## config.mk

```make
export PLATFORM = sky130hd
export DESIGN_NAME = ogva_ctrl
export DESIGN_NICKNAME = d
export VERILOG_FILES = /design/src/design/ogva_pkg.sv /design/src/design/ogva_ctrl.sv
export SDC_FILE = /design/constraint.sdc
export NUM_CORES = 1
export LEC_CHECK = 0
export BUFFER_PORTS_ARGS = -buffer_cell sky130_fd_sc_hd__buf_2
export CAP_MARGIN = 40
export CORE_AREA = 5 5 42 44
export DETAILED_ROUTE_END_ITERATION = 8
export DIE_AREA = 0 0 47 49
export GPL_TIMING_DRIVEN = 0
export SYNTH_ARGS = -nofsm -noshare
export SYNTH_HDL_FRONTEND = slang
export SYNTH_SLANG_ARGS = --single-unit
```

## constraint.sdc

```tcl
create_clock -name i_clk -period 1.5 [get_ports i_clk]
set_input_delay 0.375 -clock i_clk [delete_from_list [all_inputs] [get_ports i_clk]]
set_output_delay 0.375 -clock i_clk [all_outputs]
set_load 0.02 [all_outputs]
```

## src/design/ogva_pkg.sv

```systemverilog
// Package for the occupancy grid vote accumulator: opcodes, classes, FSM states.
// No dependencies.
`timescale 1ns / 1ps
`default_nettype none
package ogva_pkg;
    localparam int MAP_WIDTH_DEF  = 256;
    localparam int MAP_HEIGHT_DEF = 256;
    localparam int LOCAL_SIZE_DEF = 256;
    localparam logic [7:0] VOTE_MAX = 8'd255;

    localparam logic [1:0] OP_ADD    = 2'd0;
    localparam logic [1:0] OP_REMOVE = 2'd1;
    localparam logic [1:0] OP_READ   = 2'd2;
    localparam logic [1:0] OP_NOP    = 2'd3;

    localparam logic [2:0] CV_TRAV = 3'd2;
    localparam logic [2:0] CV_OBST = 3'd3;
    localparam logic [2:0] CV_SLAM = 3'd4;

    localparam logic [1:0] CLS_UNKNOWN = 2'd0;
    localparam logic [1:0] CLS_TRAV    = 2'd1;
    localparam logic [1:0] CLS_OBST    = 2'd2;
    localparam logic [1:0] CLS_SLAM    = 2'd3;

    localparam logic [1:0] REG_STEP_COS = 2'd0;
    localparam logic [1:0] REG_STEP_SIN = 2'd1;
    localparam logic [1:0] REG_OFFSET_X = 2'd2;
    localparam logic [1:0] REG_OFFSET_Y = 2'd3;

    typedef enum logic [2:0] {
        ST_CLEAR, ST_IDLE, ST_MUL, ST_SUM, ST_READ, ST_WRITE, ST_OUT
    } t_state;

    typedef struct packed {
        logic clr_en;      // write zero at clear address
        logic load;        // capture input beat
        logic mul_en;      // register products
        logic sum_en;      // register sums, issue read
        logic upd_en;      // modify counters and write back
        logic out_load;    // present result
    } t_cmd;

    typedef struct packed {
        logic clr_done;
    } t_stat;
endpackage
`default_nettype wire

```

## src/design/ogva_ctrl.sv

```systemverilog
// Controller FSM for the vote accumulator.
// Depends on ogva_pkg.
`timescale 1ns / 1ps
`default_nettype none
module ogva_ctrl
    import ogva_pkg::*;
(
    input  wire   i_clk,
    input  wire   i_rst_n,
    input  wire   i_in_valid,
    input  wire   i_out_ready,
    input  t_stat i_stat,
    output logic  o_in_ready,
    output logic  o_out_valid,
    output t_cmd  o_cmd
);
    t_state r_state, n_state;

    always_ff @(posedge i_clk) begin
        if (!i_rst_n) r_state <= ST_CLEAR;
        else          r_state <= n_state;
    end

    always_comb begin
        n_state = r_state;
        unique case (r_state)
            ST_CLEAR: if (i_stat.clr_done) n_state = ST_IDLE;
            ST_IDLE:  if (i_in_valid) n_state = ST_MUL;
            ST_MUL:   n_state = ST_SUM;
            ST_SUM:   n_state = ST_READ;
            ST_READ:  n_state = ST_WRITE;
            ST_WRITE: n_state = ST_OUT;
            ST_OUT:   if (i_out_ready) n_state = ST_IDLE;
            default:  n_state = ST_IDLE;
        endcase
    end

    always_comb begin
        o_cmd       = '0;
        o_in_ready  = 1'b0;
        o_out_valid = 1'b0;
        unique case (r_state)
            ST_CLEAR: o_cmd.clr_en = 1'b1;
            ST_IDLE: begin
                o_in_ready = 1'b1;
                o_cmd.load = i_in_valid;
            end
            ST_MUL:   o_cmd.mul_en = 1'b1;
            ST_SUM:   o_cmd.sum_en = 1'b1;
            ST_READ:  ;
            ST_WRITE: begin
                o_cmd.upd_en   = 1'b1;
                o_cmd.out_load = 1'b1;
            end
            ST_OUT:   o_out_valid = 1'b1;
            default:  ;
        endcase
    end
endmodule
`default_nettype wire

```

# Word-level counts from Yosys, hierarchy flattened

Index checks and enable logic that the tools add are counted.

Eq/ne operators: 9
Muxes and demuxes: 11
Reductions and logical operators: 2

Operators with widths:

| kind                                                | number |
|---|---|
| one-hot mux 3 bit (7 select lines)                  | 1 |
| equality test 3 bit, second input constant          | 3 |
| 2-to-1 mux 3 bit                                    | 3 |
| equality test 3 x 2 -> 1 bit, second input constant | 2 |
| 2-to-1 mux 1 bit                                    | 6 |
| != test 2 bit, second input constant                | 3 |
| equality test 3 x 1 -> 1 bit, second input constant | 1 |
| logical NOT 3 bit                                   | 1 |
| AND reduction 3 bit                                 | 1 |
| 2-to-1 mux 2 bit                                    | 1 |

Register bits after elaboration: 3
Bits of input ports: 5
Output and inout port bits: 8
Logic and storage cells: 23

# Depth between registers and ports, before layout

Depth in word-level cells: 3
Mapped depth: 5

# Worst setup path after synthesis

No wires, ideal clock.

Kind: register to output
From: register r_state[0]
To: output o_cmd[4] (netlist name)
Data arrival time: 1.173 ns
Data required time: 1.125 ns
Setup slack: -0.048 ns
Stages on the path, launching flop included: 4
Cells stage by stage: dfxtp_1 -> buf_4 -> nor3b_2 -> and2_1

RTL lines:

| what                   | line            | source |
|---|---|---|
| start, declared        | ogva_ctrl.sv:17 | `t_state r_state, n_state;` |
| start signal, assigned | ogva_ctrl.sv:21 | `else r_state <= n_state;` |
| end, declared          | ogva_ctrl.sv:15 | `output t_cmd o_cmd` |

==> summary.md <==
| Metric | Value |
|---|---|
| Fin. max-slew vios | 0 |
| Syn Area/Cell | 8.30 um2 |
| DRC | 0 |
| I/O pins | 13 |
| Worst setup EP type | primary output |
| Final hold viol count | 0 |
| CTS tree | yes |
| Power Dens Cells | approximately 2000 mW/mm2 |
| Commonest non-fill, non-tap cell in the layout | buf_2 |
| Clock power share | 0.157 |
| Post-place instance area | 335 um2 |
| Hold Crit Class | primary input to register |
| Post-Route Setup TNS | -0.0400 ns |
| Switch share | 0.403 |
| FF+latch count, synth | 3 |
| Crit-path leading delay family | simple AND/OR/NAND/NOR gates |
| Worst path slowest cell | dfxtp_2 |
| Synth Instances | 30 |
| Synth unique cells | 21 |
| Vias in the first global route | 257 |
| Die Y | 49 um |
| Antenna Nets Post-Route | 0 |
| Design area | roughly 420 um2 |
| Synth Warn # | 0 |
| Fin crit share | 1.02 |
| Std-Cell Rows | 14 |
| Critical path depth | 4 |
| Leakage | 0.212 nW |
| Most frequent cells in the layout | buf_2, buf_4, inv_1, a21oi_1, clkbuf_4 |
| FMAX | approximately 660 MHz |
| # clock sinks | 3 |
| Global placement routability congestion | 0.640 |
| Part of the power in combinational logic | 0.644 |
| Failing checks | negative setup slack |
| Nets@finish | 58 |
| Final setup vio count | 2 |
| Global route overflow | 0 |
| Clk_lat worst skew | between 0.2 and 0.25 ns |
| Reg with most FFs | r_state |
| Initial antenna violation count | 0 |
| Clk root buf | clkbuf_4 |
| RSZ-0062 raised after global routing | true |
| Total Wirelength | roughly 660 um |
| Die ar. | 0.00230 mm2 |
| Critical Path Fanout Max | 6 |
| Worst Reg-to-Reg Cells | 5 |
| Req. time, crit path | 1.12 ns |
| Iteration-0 DRC Markers | 2 |
| Synth Cell Area | 249 um2 |
| Crit-path max cell delay | roughly 0.33 ns |
| Skew final | between 0.0006 and 0.0007 ns |
| Tot Pwr | 0.862 mW |
| Rel. slew slack | 0.820 |
| Internal | 0.514 mW |
| Crit Path Category | register to primary output |
| Post-Place Setup Slack | -0.117 ns |
| WP data arrival | approximately 1.2 ns |
| Register area share after synthesis | 0.241 |
| Initial Utilization | 0.178 |
| VDD IR max | 0.000493 V |
| CTS Hold Bufs | 0 |
| Ant diodes | 0 |
| Detail Placement HPWL | ~500 um |
| Wire per inst | between 9 and 10 um |
| Fraction of layout cells with a size suffix above 1 | 0.588 |
| Min setup slack post-route | -0.0254 ns |
| Initial DRT Pass Iterations | 4 |
| Slew at the pin with the worst max-slew slack | ~0.27 ns |
| Cells along the critical path | buf_6 -> nor3b_4 -> and2_4 -> buf_6 |
| GRT Util Overall | 0.0611 |
| Max-cap viol count | 0 |
| Die X | around 47 um |
| Number of flip-flops in the largest register | 3 |
| P&R area growth vs syn | 69.8% |
| Clk pin slew, worst setup/hold paths | about 0.030 ns |
| Largest net degree at the start of global routing | 10 |
| Buf/Inv on CP | 2 |
| Vias/cell | 4.66 |
| WHS Path Cells | 2 |
| Most frequent cell on the critical path | buf_6 |
| NetSw | 0.348 mW |
| Post-synthesis net count | 36 |
| Port bufs | 12 |
| H-tree lvl count | 1 |
| Global-route wire length before repair | 1.01 mm |
| Fin crit period | 1.53 ns |
| Outcome | finished, violations left |
| CTS Buffer Depth | 2 |
| Share of power burned in registers | 0.199 |
| Clock buffer count from CTS | 3 |
| Top Registers | r_state x3 |
| Via Count | 312 |
| Core box area | 0.00140 mm2 |
| Startpoint types | register |
==> repair_timing <==
item / 4_1_cts / 5_1_grt
buffers inserted: 3 / 2
endpoints found under the setup margin: 8 / 6
pin swaps: 1 / 1
gates cloned: 0 / 0
gates resized for setup: 7 / 3
==> area by class of cell <==
cell class | count | area [um2]
repair buffers | 17 | 109
inverters | 3 | 11.3
multi-input cells | 22 | 171
fillers | 156 | 978
clock buffers | 4 | 26.3
plain buffers | 2 | 18.8
well taps | 16 | 20.0
flip-flops and latches | 3 | 66.3
==> cells in the mapped netlist (all sizes together) <==
cell type	instances	area, um2
a21oi	3	15.0
a32o	1	10.0
a32oi	1	8.76
and2	1	6.26
and3	1	6.26
and3b	1	10.0
buf	2	15.0
dfxtp	3	60.1
ha	1	12.5
inv	3	11.3
mux2	1	11.3
nand2	2	7.51
nor2	2	7.51
nor2b	1	6.26
nor3b	2	20.0
o21ai	1	5.00
o221a	1	11.3
o22ai	1	6.26
o32a	1	10.0
or2	1	8.76
==> worst paths after layout <==
kind | slack, ns | end | startpoint
max | -0.03 | o_cmd[4] | r_state[0]
min | 0.43 | r_state[0] | i_rst_n
max reg2reg | 0.02 | r_state[0] | r_state[1]
min reg2reg | 0.70 | r_state[1] | r_state[2]
==> cell families (layout without fill, tap and decap cells) <==
kind of cell | count (synthesis) | count (layout) | share of synthesized area
flops | 3 | 3 | 0.241
simple gates | 11 | 11 | 0.292
compound gates | 9 | 9 | 0.266
buf+inv | 5 | 26 | 0.106
mux | 1 | 1 | 0.0452
fa+ha+maj | 1 | 1 | 0.0502
==> layer usage <==
layer  vias to the layer above  part of all wire  track usage
met3                         0             0.095       0.0221
met5                         -                 0            0
met4                         0                 0       0.0415
met2                         7              0.50       0.0928
li1                        152                 -            -
met1                       153              0.40       0.0677
==> power by group through the flow <==
stage / sequential, mW / clock (mW) / combinational (mW)
floorplan: 0.150 / 0 / 0.346
global placement: 0.159 / 0 / 0.437
detailed placement: 0.160 / 0 / 0.447
CTS: 0.170 / 0.145 / 0.509
global route: 0.179 / 0.149 / 0.605
finish: 0.171 / 0.136 / 0.555
==> per-stage QoR <==
step	std cells	hold slack [ns]	utilization
after floorplan	30	0.537	-
after global placement	58	0.663	0.239
after detailed placement	58	0.668	0.239
after CTS	65	0.426	0.286
after global routing	67	0.447	0.302
final	67	0.433	0.302
(Power assumes the default switching activity.)
